$ cat src/rtl/swm_pkg.sv
// package for the sliding window maximum block
// holds default sizes and register reset values; no dependencies
package swm_pkg;

   // default sizes handed to the top level parameters
   localparam int MAX_WINDOW_DEF  = 16;
   localparam int SAMPLE_BITS_DEF = 16;

   // window size register
   localparam int                CFG_BITS     = 5;
   localparam logic [CFG_BITS-1:0] WINDOW_RESET = 5'd3;

endpackage

$ cat src/rtl/swm_req_if.sv
// request channel of the sliding window maximum block: sample and first flag
// depends on swm_pkg for the default sample width
interface swm_req_if #(
   parameter int SAMPLE_BITS = swm_pkg::SAMPLE_BITS_DEF
);
   logic                          valid;
   logic                          ready;
   logic signed [SAMPLE_BITS-1:0] sample;
   logic                          first;

   modport source (output valid, output sample, output first, input ready);
   modport sink   (input valid, input sample, input first, output ready);
endinterface

$ cat src/rtl/swm_rsp_if.sv
// response channel of the sliding window maximum block: window maximum
// depends on swm_pkg for the default sample width
interface swm_rsp_if #(
   parameter int SAMPLE_BITS = swm_pkg::SAMPLE_BITS_DEF
);
   logic                          valid;
   logic                          ready;
   logic signed [SAMPLE_BITS-1:0] window_max;

   modport source (output valid, output window_max, input ready);
   modport sink   (input valid, input window_max, output ready);
endinterface

$ cat src/rtl/swm_csr_if.sv
// register write channel of the sliding window maximum block: window size
// depends on swm_pkg for the register width
interface swm_csr_if;
   logic                              valid;
   logic                              ready;
   logic [swm_pkg::CFG_BITS-1:0]      data;

   modport source (output valid, output data, input ready);
   modport sink   (input valid, input data, output ready);
endinterface

$ cat src/rtl/sliding_window_maximum.sv
// top level of the sliding window maximum block
// depends on swm_pkg, swm_req_if, swm_rsp_if, swm_csr_if, swm_chain
//
//   channel   dir   payload                      handshake
//   req_chan  in    sample, first                valid / ready
//   rsp_chan  out   window_max                   valid / ready
//   csr_chan  in    window size (5 bits)         valid / ready, always ready
//
// one request per cycle while request ready is high; each window maximum is formed
// from the running maximum cells and registered in the two entry response buffer
// requests with too few samples in their sequence produce no response
// reset clears the fill count, the response buffer and sets the window to 3
// a two entry response buffer keeps requests flowing while a response waits;
// request ready drops only when both entries are full
module sliding_window_maximum #(
   parameter int MAX_WINDOW  = swm_pkg::MAX_WINDOW_DEF,
   parameter int SAMPLE_BITS = swm_pkg::SAMPLE_BITS_DEF
) (
   input logic  clock,
   input logic  reset,
   swm_req_if.sink   req_chan,
   swm_rsp_if.source rsp_chan,
   swm_csr_if.sink   csr_chan
);
   import swm_pkg::*;

   localparam int WW       = $clog2(MAX_WINDOW + 1);
   localparam int SEL_BITS = (MAX_WINDOW > 1) ? $clog2(MAX_WINDOW) : 1;

   logic [CFG_BITS-1:0]           window_size_ff;
   logic [WW-1:0]                 fill_ff;
   logic [WW-1:0]                 fill_in;
   logic [WW-1:0]                 eff_window;
   logic [SEL_BITS-1:0]           tap_index;
   logic signed [SAMPLE_BITS-1:0] tap_max;
   logic signed [SAMPLE_BITS-1:0] result;
   logic                          req_accept;
   logic                          emit;
   logic                          push;
   logic                          pop;
   logic                          out_valid_ff;
   logic signed [SAMPLE_BITS-1:0] out_data_ff;
   logic                          skid_valid_ff;
   logic signed [SAMPLE_BITS-1:0] skid_data_ff;

   // window size register
   assign csr_chan.ready = 1'b1;

   always_ff @(posedge clock) begin
      if (reset) begin
         window_size_ff <= WINDOW_RESET;
      end else if (csr_chan.valid && csr_chan.ready) begin
         window_size_ff <= csr_chan.data;
      end
   end

   // effective window: zero means one, clamp to the chain length
   always_comb begin
      if (window_size_ff == '0) begin
         eff_window = WW'(1);
      end else if (32'(window_size_ff) > MAX_WINDOW) begin
         eff_window = WW'(MAX_WINDOW);
      end else begin
         eff_window = WW'(window_size_ff);
      end
   end

   assign tap_index = (eff_window >= WW'(2)) ? SEL_BITS'(eff_window - WW'(2)) : '0;

   // request handshake
   assign req_chan.ready = !skid_valid_ff;
   assign req_accept     = req_chan.valid && req_chan.ready;

   // fill count of the current sequence, saturating at the chain length
   always_comb begin
      if (req_chan.first) begin
         fill_in = WW'(1);
      end else if (32'(fill_ff) < MAX_WINDOW) begin
         fill_in = fill_ff + WW'(1);
      end else begin
         fill_in = fill_ff;
      end
   end

   always_ff @(posedge clock) begin
      if (reset) begin
         fill_ff <= '0;
      end else if (req_accept) begin
         fill_ff <= fill_in;
      end
   end

   // running maximum cells
   swm_chain #(
      .MAX_WINDOW  (MAX_WINDOW),
      .SAMPLE_BITS (SAMPLE_BITS)
   ) u_chain (
      .clock     (clock),
      .shift     (req_accept),
      .sample    (req_chan.sample),
      .tap_index (tap_index),
      .tap_max   (tap_max)
   );

   // window maximum of the incoming request
   assign result = ((eff_window == WW'(1)) || (tap_max < req_chan.sample))
                   ? req_chan.sample : tap_max;
   assign emit   = (fill_in >= eff_window);
   assign push   = req_accept && emit;
   assign pop    = out_valid_ff && rsp_chan.ready;

   // two entry response buffer
   always_ff @(posedge clock) begin
      if (reset) begin
         out_valid_ff  <= 1'b0;
         skid_valid_ff <= 1'b0;
      end else if (pop) begin
         if (skid_valid_ff) begin
            skid_valid_ff <= 1'b0;
         end else begin
            out_valid_ff <= push;
         end
      end else if (push) begin
         if (out_valid_ff) begin
            skid_valid_ff <= 1'b1;
         end else begin
            out_valid_ff <= 1'b1;
         end
      end
   end

   always_ff @(posedge clock) begin
      if (pop) begin
         out_data_ff <= skid_valid_ff ? skid_data_ff : result;
      end else if (push) begin
         if (out_valid_ff) begin
            skid_data_ff <= result;
         end else begin
            out_data_ff <= result;
         end
      end
   end

   assign rsp_chan.valid      = out_valid_ff;
   assign rsp_chan.window_max = out_data_ff;

   // checks
   a_skid_needs_out: assert property (@(posedge clock) disable iff (reset)
      skid_valid_ff |-> out_valid_ff)
      else $error("skid entry held without an output entry");

   a_first_restarts: assert property (@(posedge clock) disable iff (reset)
      (req_accept && req_chan.first) |=> (fill_ff == WW'(1)))
      else $error("first request did not restart the fill count");

   a_fill_bound: assert property (@(posedge clock) disable iff (reset)
      32'(fill_ff) <= MAX_WINDOW)
      else $error("fill count beyond the chain length");

   a_buffer_idle: assert property (@(posedge clock) disable iff (reset)
      (!push && !pop) |=> ($stable(out_valid_ff) && $stable(skid_valid_ff)))
      else $error("response buffer changed without push or pop");

endmodule

$ cat src/rtl/swm_cell.sv
// one cell of the running maximum chain: max of the newest sample and the
// neighbor's previous maximum; no package dependencies
module swm_cell #(
   parameter int SAMPLE_BITS = 16
) (
   input  logic                          clock,
   input  logic                          shift,
   input  logic signed [SAMPLE_BITS-1:0] sample,
   input  logic signed [SAMPLE_BITS-1:0] carry_in,
   output logic signed [SAMPLE_BITS-1:0] carry_out
);

   logic signed [SAMPLE_BITS-1:0] max_ff;
   logic signed [SAMPLE_BITS-1:0] max_in;

   // max over one more sample than the neighbor held
   assign max_in = (carry_in > sample) ? carry_in : sample;

   always_ff @(posedge clock) begin
      if (shift) begin
         max_ff <= max_in;
      end
   end

   assign carry_out = max_ff;

endmodule

$ cat src/rtl/swm_chain.sv
// row of running maximum cells; cell k holds the max of the last k+1 samples
// depends on swm_cell
module swm_chain #(
   parameter int MAX_WINDOW  = 16,
   parameter int SAMPLE_BITS = 16,
   localparam int SEL_BITS   = (MAX_WINDOW > 1) ? $clog2(MAX_WINDOW) : 1
) (
   input  logic                          clock,
   input  logic                          shift,
   input  logic signed [SAMPLE_BITS-1:0] sample,
   input  logic        [SEL_BITS-1:0]    tap_index,
   output logic signed [SAMPLE_BITS-1:0] tap_max
);

   logic signed [SAMPLE_BITS-1:0] carry [MAX_WINDOW];

   // cell zero sees the sample on both sides, so it simply takes it
   for (genvar k = 0; k < MAX_WINDOW; k++) begin : g_cell
      swm_cell #(
         .SAMPLE_BITS (SAMPLE_BITS)
      ) u_cell (
         .clock     (clock),
         .shift     (shift),
         .sample    (sample),
         .carry_in  ((k == 0) ? sample : carry[(k == 0) ? 0 : k - 1]),
         .carry_out (carry[k])
      );
   end

   // tap of the cell that covers all but the newest sample of the window
   always_comb begin
      tap_max = carry[0];
      for (int k = 0; k < MAX_WINDOW; k++) begin
         if (tap_index == SEL_BITS'(k)) begin
            tap_max = carry[k];
         end
      end
   end

endmodule

$ cat src/flat_wrapper.sv
// flat-port wrapper written by rule: the top's interface ports become plain ports
module sliding_window_maximum_flat import swm_pkg::*;
#(
   parameter int MAX_WINDOW  = swm_pkg::MAX_WINDOW_DEF,
   parameter int SAMPLE_BITS = swm_pkg::SAMPLE_BITS_DEF
)
  (clock, reset, req_chan_valid, req_chan_sample, req_chan_first, req_chan_ready, rsp_chan_valid, rsp_chan_window_max, rsp_chan_ready, csr_chan_valid, csr_chan_data, csr_chan_ready);
  swm_req_if #(.SAMPLE_BITS(SAMPLE_BITS)) req_chan_i ();
  swm_rsp_if #(.SAMPLE_BITS(SAMPLE_BITS)) rsp_chan_i ();
  swm_csr_if csr_chan_i ();
  input logic clock;
  input logic reset;
  input wire logic [$bits(req_chan_i.valid)-1:0] req_chan_valid;
  input wire logic [$bits(req_chan_i.sample)-1:0] req_chan_sample;
  input wire logic [$bits(req_chan_i.first)-1:0] req_chan_first;
  output wire logic [$bits(req_chan_i.ready)-1:0] req_chan_ready;
  output wire logic [$bits(rsp_chan_i.valid)-1:0] rsp_chan_valid;
  output wire logic [$bits(rsp_chan_i.window_max)-1:0] rsp_chan_window_max;
  input wire logic [$bits(rsp_chan_i.ready)-1:0] rsp_chan_ready;
  input wire logic [$bits(csr_chan_i.valid)-1:0] csr_chan_valid;
  input wire logic [$bits(csr_chan_i.data)-1:0] csr_chan_data;
  output wire logic [$bits(csr_chan_i.ready)-1:0] csr_chan_ready;
  assign req_chan_i.valid = req_chan_valid;
  assign req_chan_i.sample = req_chan_sample;
  assign req_chan_i.first = req_chan_first;
  assign req_chan_ready = req_chan_i.ready;
  assign rsp_chan_valid = rsp_chan_i.valid;
  assign rsp_chan_window_max = rsp_chan_i.window_max;
  assign rsp_chan_i.ready = rsp_chan_ready;
  assign csr_chan_i.valid = csr_chan_valid;
  assign csr_chan_i.data = csr_chan_data;
  assign csr_chan_ready = csr_chan_i.ready;
  sliding_window_maximum #(.MAX_WINDOW(MAX_WINDOW), .SAMPLE_BITS(SAMPLE_BITS)) u_core (.clock(clock), .reset(reset), .req_chan(req_chan_i), .rsp_chan(rsp_chan_i), .csr_chan(csr_chan_i));
endmodule
$ cat config.mk
export PLATFORM = sky130hd
export DESIGN_NAME = sliding_window_maximum_flat
export DESIGN_NICKNAME = d
export VERILOG_FILES = /design/src/rtl/swm_pkg.sv /design/src/rtl/swm_req_if.sv /design/src/rtl/swm_rsp_if.sv /design/src/rtl/swm_csr_if.sv /design/src/rtl/sliding_window_maximum.sv /design/src/rtl/swm_cell.sv /design/src/rtl/swm_chain.sv /design/src/flat_wrapper.sv
export SDC_FILE = /design/constraint.sdc
export NUM_CORES = 1
export LEC_CHECK = 0
export BUFFER_PORTS_ARGS = -buffer_cell sky130_fd_sc_hd__buf_2
export CAP_MARGIN = 40
export CORE_MARGIN = 2
export CORE_UTILIZATION = 25
export CTS_CLUSTER_SIZE = 28
export DETAILED_ROUTE_END_ITERATION = 16
export GPL_ROUTABILITY_DRIVEN = 0
export PLACE_DENSITY_LB_ADDON = 0.25
export SYNTH_ARGS = -nofsm -noshare
export SYNTH_HDL_FRONTEND = slang
export SYNTH_SLANG_ARGS = --single-unit
$ cat constraint.sdc
create_clock -name clock -period 25.8 [get_ports clock]
set_input_delay 1.29 -clock clock [delete_from_list [all_inputs] [get_ports clock]]
set_output_delay 1.29 -clock clock [all_outputs]
set_load 0.03 [all_outputs]
==> metrics.md, run 1 <==
| Metric | Value |
|---|---|
| Status | `complete, no violations` |
| Synthesis-to-finish area growth | `14.15%` |
| Seq/Total Area, Yosys | `42.46%` |
| Final nets | `2114` |
| Clk pwr share | `28.8%` |
| RSZ-0062 raised after global routing | `false` |
| Setup crit start | `u_core.window_size_ff[4]$_SDFFE_PP0P_` |
| Total CTS buffers | `38` |
| Setup violations, final | `0` |
| Die footprint | `86060 sq um` |
| RR Startpoint | `u_core.window_size_ff[4]$_SDFFE_PP0P_` |
| Total congestion overflow | `0` |
| R2R Setup Slk | `18.31 ns` |
| Net switching power | `0.6162 mW` |
| Leak pwr | `9.136 nW` |
| Layer with the highest usage | `met2` |
| CP Launch Type | `flip-flop` |
| Residual DRC | `0` |
| DP HPWL | `52150 microns` |
| Critical path arrival | `7.79 ns` |
| R2R cell count | `21` |
| Sw Share | `32.59%` |
| Share of cells above drive strength 1 | `22.75%` |
| Total negative slack | `0 ns` |
| #FFs+latches synth | `300` |
| Clock latency on the worst-skew pair | `0.56 ns` |
| Slew Limit Headroom | `25.74%` |
| ANT cells | `0` |
| Post-CTS setup repair buffer count | `0` |
| Cell Rows | `106` |
| Number of port buffers | `44` |
| Avg Vias per Cell | `5.322` |
| Yosys cell types | `75` |
| Combinational share of power | `32.8%` |
| CTS tree | `done` |
| Die X-Extent | `293.4 microns` |
| Hold Violations, Final | `0` |
| TritonRoute pass-1 iters | `7` |
| Vias in the first global route | `16.19k` |
| Sequential cell fraction of total power | `38.4%` |
| First-pass GRT wire length | `102600 microns` |
| Global routing usage on met3 | `2.148%` |
| Clock Tree Root | `clkbuf_16` |
| Fin crit period | `7.489 ns` |
| GR Util met1 | `21.16%` |
| Worst EP required | `26.10 ns` |
| Peak supply drop | `0.03678 mV` |
| Pin count of the biggest net entering global routing | `64` |
| Hold WS | `0.5470 ns` |
| Non-filler instance count after layout | `2935` |
| Pint | `1.274 mW` |
| Clk_skew | `0.01393 ns` |
| Least-Margin Pin Slew | `1.114 ns` |
| Setup CP Type | `flip-flop to flip-flop` |
| CTS max path bufs | `3` |
| Met2 Resource Use GR | `26.29%` |
| Routed Antenna Nets | `0` |
| Design Area, Final | `23900 sq um` |
| Max-cap violations | `0` |
| IO Pins | `46` |
| CTS sink cnt | `300` |
| CP max FO | `14` |
| Core Area | `83290 sq um` |
| Synth Warn # | `0` |
| GRT Overall Usage | `15.67%` |
| Syn Inst Count | `1782` |
| Syn_nets | `2071` |
| Max frequency | `133.5 MHz` |
| Max H-tree Level | `2` |
| Crit path capture | `u_core.rsp_chan.window_max[15]$_DFFE_PP_` |
| Total number of vias | `15.62k` |
| Max-slew violation count | `0` |
| Initial antenna violation count | `1` |
| Post-CTS sizing | `0` |
| Pwr Total | `1.891 mW` |
| Initial DRC count | `1379` |
| Power Dens Cells | `79.12 nW/um^2` |
| Average wire per standard cell | `23.29 microns` |
| DP Cell Count | `2864` |
| Post-CTS Hold Fix Bufs | `0` |
| Drt total wl | `68350 microns` |
| Async S/R FF share, synth | `0%` |
| Synth Area per Inst | `11.75 sq um` |
| Fin crit share | `29.03%` |
| Die H | `293.4 microns` |
| Cell Area, Placed | `22650 sq um` |
| Post-synth EDFFs | `288` |
| FF-to-FF End | `u_core.rsp_chan.window_max[15]$_DFFE_PP_` |
| Mapped cell area | `20930 sq um` |
| Fill cells | `8534` |
| Setup crit end kind | `flip-flop` |
| HP Class | `flip-flop to flip-flop` |
| Starting Density | `25.13%` |
| Clock slew at reported path FFs | `0.05 ns` |
| Synth Flop Type | `edfxtp_1` |
==> cells by family after synthesis <==
logic type | share of synthesized area, %
buffers and inverters | 2.720
flip-flops | 42.46
AO/OA/AOI/OAI | 15.04
AND/OR/NAND/NOR | 8.817
adder cells (fa/ha/maj) | 15.66
multiplexers | 15.16
other | 0.01791
XOR/XNOR | 0.1255
==> registers in the layout (all words and copies together), names as in the netlist <==
name / cells
u_core.rsp_chan.valid: 1
u_core.fill_ff: 5
u_core.window_size_ff: 5
u_core.skid_valid_ff: 1
u_core.u_chain.g_cell.u_cell.carry_out: 256
u_core.rsp_chan.window_max: 16
u_core.skid_data_ff: 16
==> layer usage <==
layer | share of wire (%) | routed length, microns
met1 | 46 | 31200
met2 | 47 | 32270
met3 | 5.0 | 3392
met4 | 2.2 | 1489
met5 | 0 | 0
==> worst min path at each step <==
stage / end / depth (start not counted) / start / slack, ns
3_5_place_dp: u_core.rsp_chan.window_max[0]$_DFFE_PP_ / 1 / u_core.skid_data_ff[0]$_DFFE_PP_ / 0.54
6_report: u_core.rsp_chan.window_max[10]$_DFFE_PP_ / 1 / u_core.skid_data_ff[10]$_DFFE_PP_ / 0.55
4_1_cts: u_core.fill_ff[3]$_SDFFE_PP0P_ / 2 / u_core.fill_ff[3]$_SDFFE_PP0P_ / 0.55
3_3_place_gp: u_core.fill_ff[3]$_SDFFE_PP0P_ / 2 / u_core.fill_ff[3]$_SDFFE_PP0P_ / 0.53
2_1_floorplan: u_core.fill_ff[3]$_SDFFE_PP0P_ / 2 / u_core.fill_ff[3]$_SDFFE_PP0P_ / 0.51
5_1_grt: u_core.rsp_chan.window_max[10]$_DFFE_PP_ / 1 / u_core.skid_data_ff[10]$_DFFE_PP_ / 0.57
==> Yosys cell counts, types with 27 or more instances <==
cell type	count	area [sq um]
nand4_1	42	262.8
edfxtp_1	288	8648
ha_1	262	3278
a21oi_1	96	480.5
inv_1	47	176.4
a221o_1	27	270.3
o22ai_1	30	187.7
mux2_2	244	2748
nand2b_1	30	187.7
nand2_1	49	183.9
o21ai_0	57	285.3
a21o_1	31	232.7
nor2b_1	39	244.0
nor2_1	93	349.1
o21a_1	31	232.7
clkbuf_1	73	274.0
==> layout by cell type, fill, tap and decap left out, types with 8 or more instances in the layout <==
cell type / count
or4_1: 10
nor2b_1: 38
inv_1: 47
clkbuf_1: 12
a21o_1: 31
a22o_1: 16
buf_4: 40
o211ai_1: 16
and3_1: 10
o21ai_1: 12
a2111oi_0: 11
nor3_1: 17
a211o_1: 10
edfxtp_1: 288
nor2_1: 93
mux2i_1: 26
o31ai_1: 8
nand2_1: 49
mux2_4: 11
o22ai_1: 30
buf_2: 44
o21a_1: 31
a21oi_1: 95
mux2_2: 244
nand2b_1: 30
clkinv_1: 9
o21ai_0: 56
a222oi_1: 14
a2bb2oi_1: 15
a22oi_1: 8
a221o_1: 27
dfxtp_1: 12
nand4_1: 42
nand3_1: 22
a211oi_1: 18
ha_1: 262
clkbuf_16: 41
==> per-stage QoR <==
stage / utilization, % / setup WS, ns
2_1_floorplan: - / 13.84
3_3_place_gp: 26.99 / 18.33
3_5_place_dp: 27.19 / 18.55
4_1_cts: 28.68 / 18.53
5_1_grt: 28.69 / 17.98
6_report: 28.69 / 18.31
==> power by group through the flow <==
stage / clock network (mW) / registers (mW) / logic, mW
4_1_cts: 0.560 / 0.725 / 0.620
5_1_grt: 0.578 / 0.734 / 0.678
3_3_place_gp: 0 / 0.734 / 0.587
6_report: 0.544 / 0.726 / 0.620
2_1_floorplan: 0 / 0.712 / 0.445
3_5_place_dp: 0 / 0.734 / 0.616
==> layout make-up <==
class | count | area [sq um] | area share [%]
Multi-Input combinational cell | 1343 | 11540 | 48.30
Inverter | 47 | 176.4 | 0.7383
Timing Repair Buffer | 95 | 696.9 | 2.917
Tap cell | 1080 | 1351 | 5.655
Clock inverter | 15 | 141.4 | 0.5917
Sequential cell | 300 | 8889 | 37.20
Clock buffer | 55 | 1099 | 4.597
==> critical path: stages (launching register included) <==
cell	delay, ns
dfxtp_1	0.62
inv_1	0.19
nand2_1	0.31
ha_1	0.41
nor2b_1	0.80
o21ai_0	0.34
o21ai_1	0.72
o211ai_1	0.23
o21ai_1	0.30
a221o_1	0.28
a221o_1	0.21
ha_1	0.15
and4_1	0.27
nand2_1	0.07
o21ai_0	0.45
nor2_1	0.18
a32o_1	0.26
a211oi_1	0.18
and3_1	0.42
buf_8	0.22
mux2_2	0.36
mux2_2	0.26
Power figures use the tool's default switching activity.
==> run 2: changes to the inputs <==
==> constraint.sdc (replaced) <==
create_clock -name clock -period 7.4 [get_ports clock]
set_input_delay 0.37 -clock clock [delete_from_list [all_inputs] [get_ports clock]]
set_output_delay 0.37 -clock clock [all_outputs]
set_load 0.03 [all_outputs]
==> metrics.md, run 2 (synthesis results as in run 1) <==
| Metric | Value |
|---|---|
| Hold Violations, Final | `0` |
| Max FFs per register | `256` |
| Fin crit period | `6.629 ns` |
| Least-Margin Pin Slew | `1.024 ns` |
| Setup crit end kind | `flip-flop` |
| Synthesis-to-finish area growth | `14.45%` |
| Share of cells above drive strength 1 | `23.38%` |
| First-pass GRT wire length | `102000 microns` |
| Drt total wl | `67730 microns` |
| Total CTS buffers | `38` |
| Most frequent cells in the layout | `edfxtp_1, ha_1, mux2_2` |
| Clock Tree Root | `clkbuf_16` |
| FF-to-FF End | `u_core.rsp_chan.window_max[2]$_DFFE_PP_` |
| Clock latency on the worst-skew pair | `0.56 ns` |
| Worst path bufs/invs | `2` |
| RSZ-0062 raised after global routing | `false` |
| TritonRoute pass-1 iters | `6` |
| Number of port buffers | `44` |
| Die H | `293.4 microns` |
| Average wire per standard cell | `23.00 microns` |
| DP HPWL | `51380 microns` |
| Crit path capture | `u_core.rsp_chan.window_max[2]$_DFFE_PP_` |
| Setup CP Type | `flip-flop to flip-flop` |
| Cell Area, Placed | `22720 sq um` |
| Max frequency | `150.9 MHz` |
| Sw Share | `32.63%` |
| R2R Setup Slk | `0.77 ns` |
| Levels on crit path | `21` |
| Max-slew violation count | `0` |
| Slowest stage delay, CP | `0.48 ns` |
| Residual DRC | `0` |
| Die footprint | `86060 sq um` |
| DP Cell Count | `2875` |
| Total number of vias | `15.56k` |
| CTS max path bufs | `3` |
| Power Dens Cells | `274.5 nW/um^2` |
| Max H-tree Level | `2` |
| Fin crit share | `89.58%` |
| Initial antenna violation count | `0` |
| CP delay by family, top | `compound AO/OA/AOI/OAI gates` |
| Starting Density | `25.13%` |
| Core Area | `83290 sq um` |
| Non-filler instance count after layout | `2945` |
| Sequential cell fraction of total power | `38.4%` |
| CTS sink cnt | `300` |
| Pint | `4.430 mW` |
| Combinational share of power | `33.0%` |
| Clock slew at reported path FFs | `0.06 ns` |
| Net switching power | `2.145 mW` |
| Critical path arrival | `6.92 ns` |
| Die X-Extent | `293.4 microns` |
| Fill cells | `8435` |
| CP max FO | `18` |
| Setup violations, final | `0` |
| Crit-path slowest cell | `a32o_2` |
| Initial DRC count | `1184` |
| ANT cells | `0` |
| Slew Limit Headroom | `31.72%` |
| Routed Antenna Nets | `0` |
| Design Area, Final | `23960 sq um` |
| R2R cell count | `21` |
| GRT Overall Usage | `15.49%` |
| Total congestion overflow | `0` |
| Pin count of the biggest net entering global routing | `150` |
| Total negative slack | `0 ns` |
| RR Startpoint | `u_core.window_size_ff[4]$_SDFFE_PP0P_` |
| Crit-path cells | `inv_1 > nand2_1 > ha_1 > nor2b_1 > a32o_2 > nand2_1 > a2bb2oi_1 > o21ai_1 > a221o_1 > a221o_1 > ha_1 > and4_1 > nand2_1 > o21ai_0 > nor2_1 > a32o_1 > a211oi_1 > and3_1 > buf_4 > mux2_2 > mux2_2` |
| Worst EP required | `7.70 ns` |
| Final nets | `2126` |
| Most common library cell in the layout ignoring fill and taps | `edfxtp_1` |
| Clk_skew | `0.02332 ns` |
| Vias in the first global route | `16.32k` |
| IO Pins | `46` |
| Max-cap violations | `0` |
| CTS tree | `done` |
| HP Class | `input port to flip-flop` |
| Clk pwr share | `28.6%` |
| Cell Rows | `106` |
| Status | `complete, no violations` |
| CP Launch Type | `flip-flop` |
| Peak supply drop | `0.1264 mV` |
| Avg Vias per Cell | `5.285` |
| Setup crit start | `u_core.window_size_ff[4]$_SDFFE_PP0P_` |
| Cell mode on critical path | `nand2_1` |
| Leak pwr | `9.188 nW` |
run 2: cell types whose count changed in the layout (fill, tap and decap cells not counted), moves of 2 or more:
cell / change
clkbuf_8: -2
clkinv_1: -4
clkinv_4: +2
buf_4: +11
clkinv_2: +4
run 2: worst min path at each step:
stage,from,to,slack [ns],cells past startpoint
6_report,rsp_chan_ready,u_core.skid_valid_ff$_SDFFE_PP0P_,0.04,2
5_1_grt,rsp_chan_ready,u_core.skid_valid_ff$_SDFFE_PP0P_,0.03,2
4_1_cts,rsp_chan_ready,u_core.skid_valid_ff$_SDFFE_PP0P_,0.009,2
3_5_place_dp,u_core.skid_data_ff[4]$_DFFE_PP_,u_core.rsp_chan.window_max[4]$_DFFE_PP_,0.54,1
3_3_place_gp,u_core.fill_ff[3]$_SDFFE_PP0P_,u_core.fill_ff[3]$_SDFFE_PP0P_,0.53,2
2_1_floorplan,reset,u_core.window_size_ff[0]$_SDFFE_PP1P_,0.47,2
run 2: per-stage QoR:
step / worst slack [ns] / hold WS, ns / utilization [%] / power [mW]
3_3_place_gp: 0.9171 / 0.5300 / 27.11 / 4.616
5_1_grt: 0.4241 / 0.03304 / 28.76 / 6.930
3_5_place_dp: 0.8797 / 0.5376 / 27.28 / 4.708
2_1_floorplan: 1.030 / 0.4667 / - / 4.021
6_report: 0.7712 / 0.04341 / 28.76 / 6.575
4_1_cts: 0.8364 / 0.009166 / 28.76 / 6.633
run 2: final cells by class:
class / count / area (sq um) / share of cell area [%]
Inverter: 47 / 176.4 / 0.7364
Tap cell: 1080 / 1351 / 5.641
Clock buffer: 52 / 1067 / 4.455
Sequential cell: 300 / 8889 / 37.10
Timing Repair Buffer: 107 / 774.5 / 3.233
Clock inverter: 16 / 156.4 / 0.6528
Multi-Input combinational cell: 1343 / 11540 / 48.18
run 2: timing repair:
action,in CTS,in global routing
endpoints found under the hold margin,1,0
hold buffers,1,0
buffers inserted,0,0
gates resized for setup,0,0
run 2: power by group through the flow:
stage          sequential (mW)  clock [mW]  combinational (mW)
5_1_grt                   2.56        2.00                2.38
3_3_place_gp              2.56           0                2.06
3_5_place_dp              2.56           0                2.15
2_1_floorplan             2.47           0                1.55
4_1_cts                   2.52        1.94                2.17
6_report                  2.53        1.88                2.17
run 2: layer usage:
layer / global-route usage (%) / wire length (microns)
met1: 20.53 / 30580
met2: 26.29 / 32250
met3: 2.655 / 3717
met4: 3.410 / 1187
met5: 0 / 0
run 2: worst register-to-register path, cell delays in order, from the launching register on:
cell	delay (ns)
dfxtp_1	0.33
inv_1	0.08
nand2_1	0.26
ha_1	0.41
nor2b_1	0.43
a32o_2	0.48
nand2_1	0.44
a2bb2oi_1	0.31
o21ai_1	0.15
a221o_1	0.41
a221o_1	0.37
ha_1	0.31
and4_1	0.23
nand2_1	0.06
o21ai_0	0.24
nor2_1	0.15
a32o_1	0.28
a211oi_1	0.29
and3_1	0.21
buf_4	0.29
mux2_2	0.40
mux2_2	0.26
==> run 3: changes to the inputs <==
--- a/config.mk
+++ b/config.mk
@@ -13,6 +13,8 @@
 export DETAILED_ROUTE_END_ITERATION = 16
 export GPL_ROUTABILITY_DRIVEN = 0
 export PLACE_DENSITY_LB_ADDON = 0.25
+export REMOVE_ABC_BUFFERS = 1
 export SYNTH_ARGS = -nofsm -noshare
 export SYNTH_HDL_FRONTEND = slang
 export SYNTH_SLANG_ARGS = --single-unit
+export TNS_END_PERCENT = 1
==> metrics.md, run 3 (synthesis results as in run 1) <==
| Metric | Value |
|---|---|
| Status | `complete, no violations` |
| Fin crit period | `6.805 ns` |
| Pin count of the biggest net entering global routing | `121` |
| Pwr Total | `6.555 mW` |
| Fin crit share | `91.96%` |
| RSZ-0062 raised after global routing | `false` |
| Slew Limit Headroom | `36.38%` |
| CTS max path bufs | `3` |
| CP max FO | `25` |
| Design Area, Final | `23930 sq um` |
| First-pass GRT wire length | `103100 microns` |
| Crit-path slowest cell | `dfxtp_1` |
| Final setup margin | `0.5947 ns` |
| Die X-Extent | `293.4 microns` |
| DP HPWL | `52100 microns` |
| Worst EP required | `7.71 ns` |
| Post-CTS sizing | `0` |
| TritonRoute pass-1 iters | `5` |
| CTS tree | `done` |
| Place WS | `0.6923 ns` |
| Clock latency on the worst-skew pair | `0.57 ns` |
| Leak pwr | `9.171 nW` |
| Die H | `293.4 microns` |
| Setup CP Type | `flip-flop to flip-flop` |
| Clk_skew | `0.01910 ns` |
| Residual DRC | `0` |
| Core Area | `83290 sq um` |
| Clock Tree Root | `clkbuf_16` |
| Routed Antenna Nets | `0` |
| Fill cells | `8453` |
| Total CTS buffers | `37` |
| Number of port buffers | `44` |
| HP Class | `input port to flip-flop` |
| Starting Density | `25.13%` |
| Die footprint | `86060 sq um` |
| Max FFs per register | `256` |
| Peak supply drop | `0.1329 mV` |
| Post-CTS setup repair buffer count | `0` |
| Hold Startpoint | `rsp_chan_ready` |
| Post-CTS Hold Fix Bufs | `0` |
| Initial antenna violation count | `0` |
| Max H-tree Level | `2` |
| Total congestion overflow | `0` |
| Avg Vias per Cell | `5.330` |
| Max-cap violations | `0` |
| Final nets | `2124` |
| Synthesis-to-finish area growth | `14.32%` |
| ANT cells | `0` |
| Crit-path cells | `inv_1 > nand2_1 > ha_1 > nand2b_1 > a21oi_4 > a22o_1 > a222oi_1 > o211ai_1 > a21oi_1 > o31ai_1 > ha_1 > and4_1 > nand2_1 > o21ai_0 > nor2_1 > a32o_1 > a211oi_1 > and3_1 > buf_4 > mux2_2 > mux2_2` |
| Least-Margin Pin Slew | `0.9472 ns` |
| Total negative slack | `0 ns` |
| Share of cells above drive strength 1 | `23.47%` |
| Clock slew at reported path FFs | `0.06 ns` |
| GRT Overall Usage | `15.70%` |
| Core Util, Final | `28.73%` |
| Setup crit start | `u_core.window_size_ff[4]$_SDFFE_PP0P_` |
| Total number of vias | `15.68k` |
| Non-filler instance count after layout | `2942` |
| Hold Violations, Final | `0` |
| Average wire per standard cell | `23.25 microns` |
| CTS sink cnt | `300` |
| Max frequency | `146.9 MHz` |
| DP Cell Count | `2876` |
| Max-slew violation count | `0` |
| Most common library cell in the layout ignoring fill and taps | `edfxtp_1` |
| Drt total wl | `68410 microns` |
| Setup violations, final | `0` |
| CP Launch Type | `flip-flop` |
| Critical path arrival | `7.12 ns` |
| Setup crit end kind | `flip-flop` |
| Slowest stage delay, CP | `0.62 ns` |
| RR Startpoint | `u_core.window_size_ff[4]$_SDFFE_PP0P_` |
| Cell Area, Placed | `22740 sq um` |
| Cell Rows | `106` |
| IO Pins | `46` |
| Initial DRC count | `1263` |
| Hold WS | `0.03314 ns` |
| Vias in the first global route | `16.33k` |
| Power Dens Cells | `273.9 nW/um^2` |
| Most frequent cells in the layout | `edfxtp_1, ha_1, mux2_2` |
## run 3: cell count changes in the layout (fill, tap and decap cells not counted), sizes merged
cell	before	now
clkinvlp	0	1
inv	47	48
clkbuf	52	47
clkinv	13	14
dlygate4sd3	1	0
## run 3: worst paths after layout
kind	to	slack, ns	cells after the start
worst min register to register	u_core.rsp_chan.window_max[3]$_DFFE_PP_	0.55	1
worst max register to register	u_core.rsp_chan.window_max[1]$_DFFE_PP_	0.59	21
worst min-delay path	u_core.skid_valid_ff$_SDFFE_PP0P_	0.03	2
worst max-delay path	u_core.rsp_chan.window_max[1]$_DFFE_PP_	0.59	21
## run 3: area by class of cell
type,instances,area [sq um],share of cell area (%)
timing repair buffer,106,785.8,3.284
clock inverter,19,191.4,0.8000
tap,1080,1351,5.647
inverter,47,176.4,0.7373
multi-input combinational,1343,11540,48.24
clock buffer,47,993.5,4.152
sequential,300,8889,37.15
## run 3: critical path: cells and delay by family, from the launching register on
kind            cells  cell delay [ns]
compound gates      9             2.58
simple gates        6             1.46
fa+ha+maj           2             0.75
mux                 2             0.66
flops               1             0.62
buf+inv             2             0.46
## run 3: power breakdown
group,switching [mW],total (mW),internal (mW)
clock network,0.784,1.84,1.06
logic,1.14,2.19,1.05
registers,0.251,2.53,2.28
## run 3: routing by layer
| layer | track usage [%] | vias up | part of all wire [%] |
|---|---|---|---|
| met5 | 0 | - | 0 |
| met4 | 3.671 | 0 | 1.9 |
| met3 | 2.829 | 90 | 5.7 |
| met2 | 26.34 | 460 | 47 |
| met1 | 20.90 | 7909 | 45 |
| li1 | - | 7223 | - |
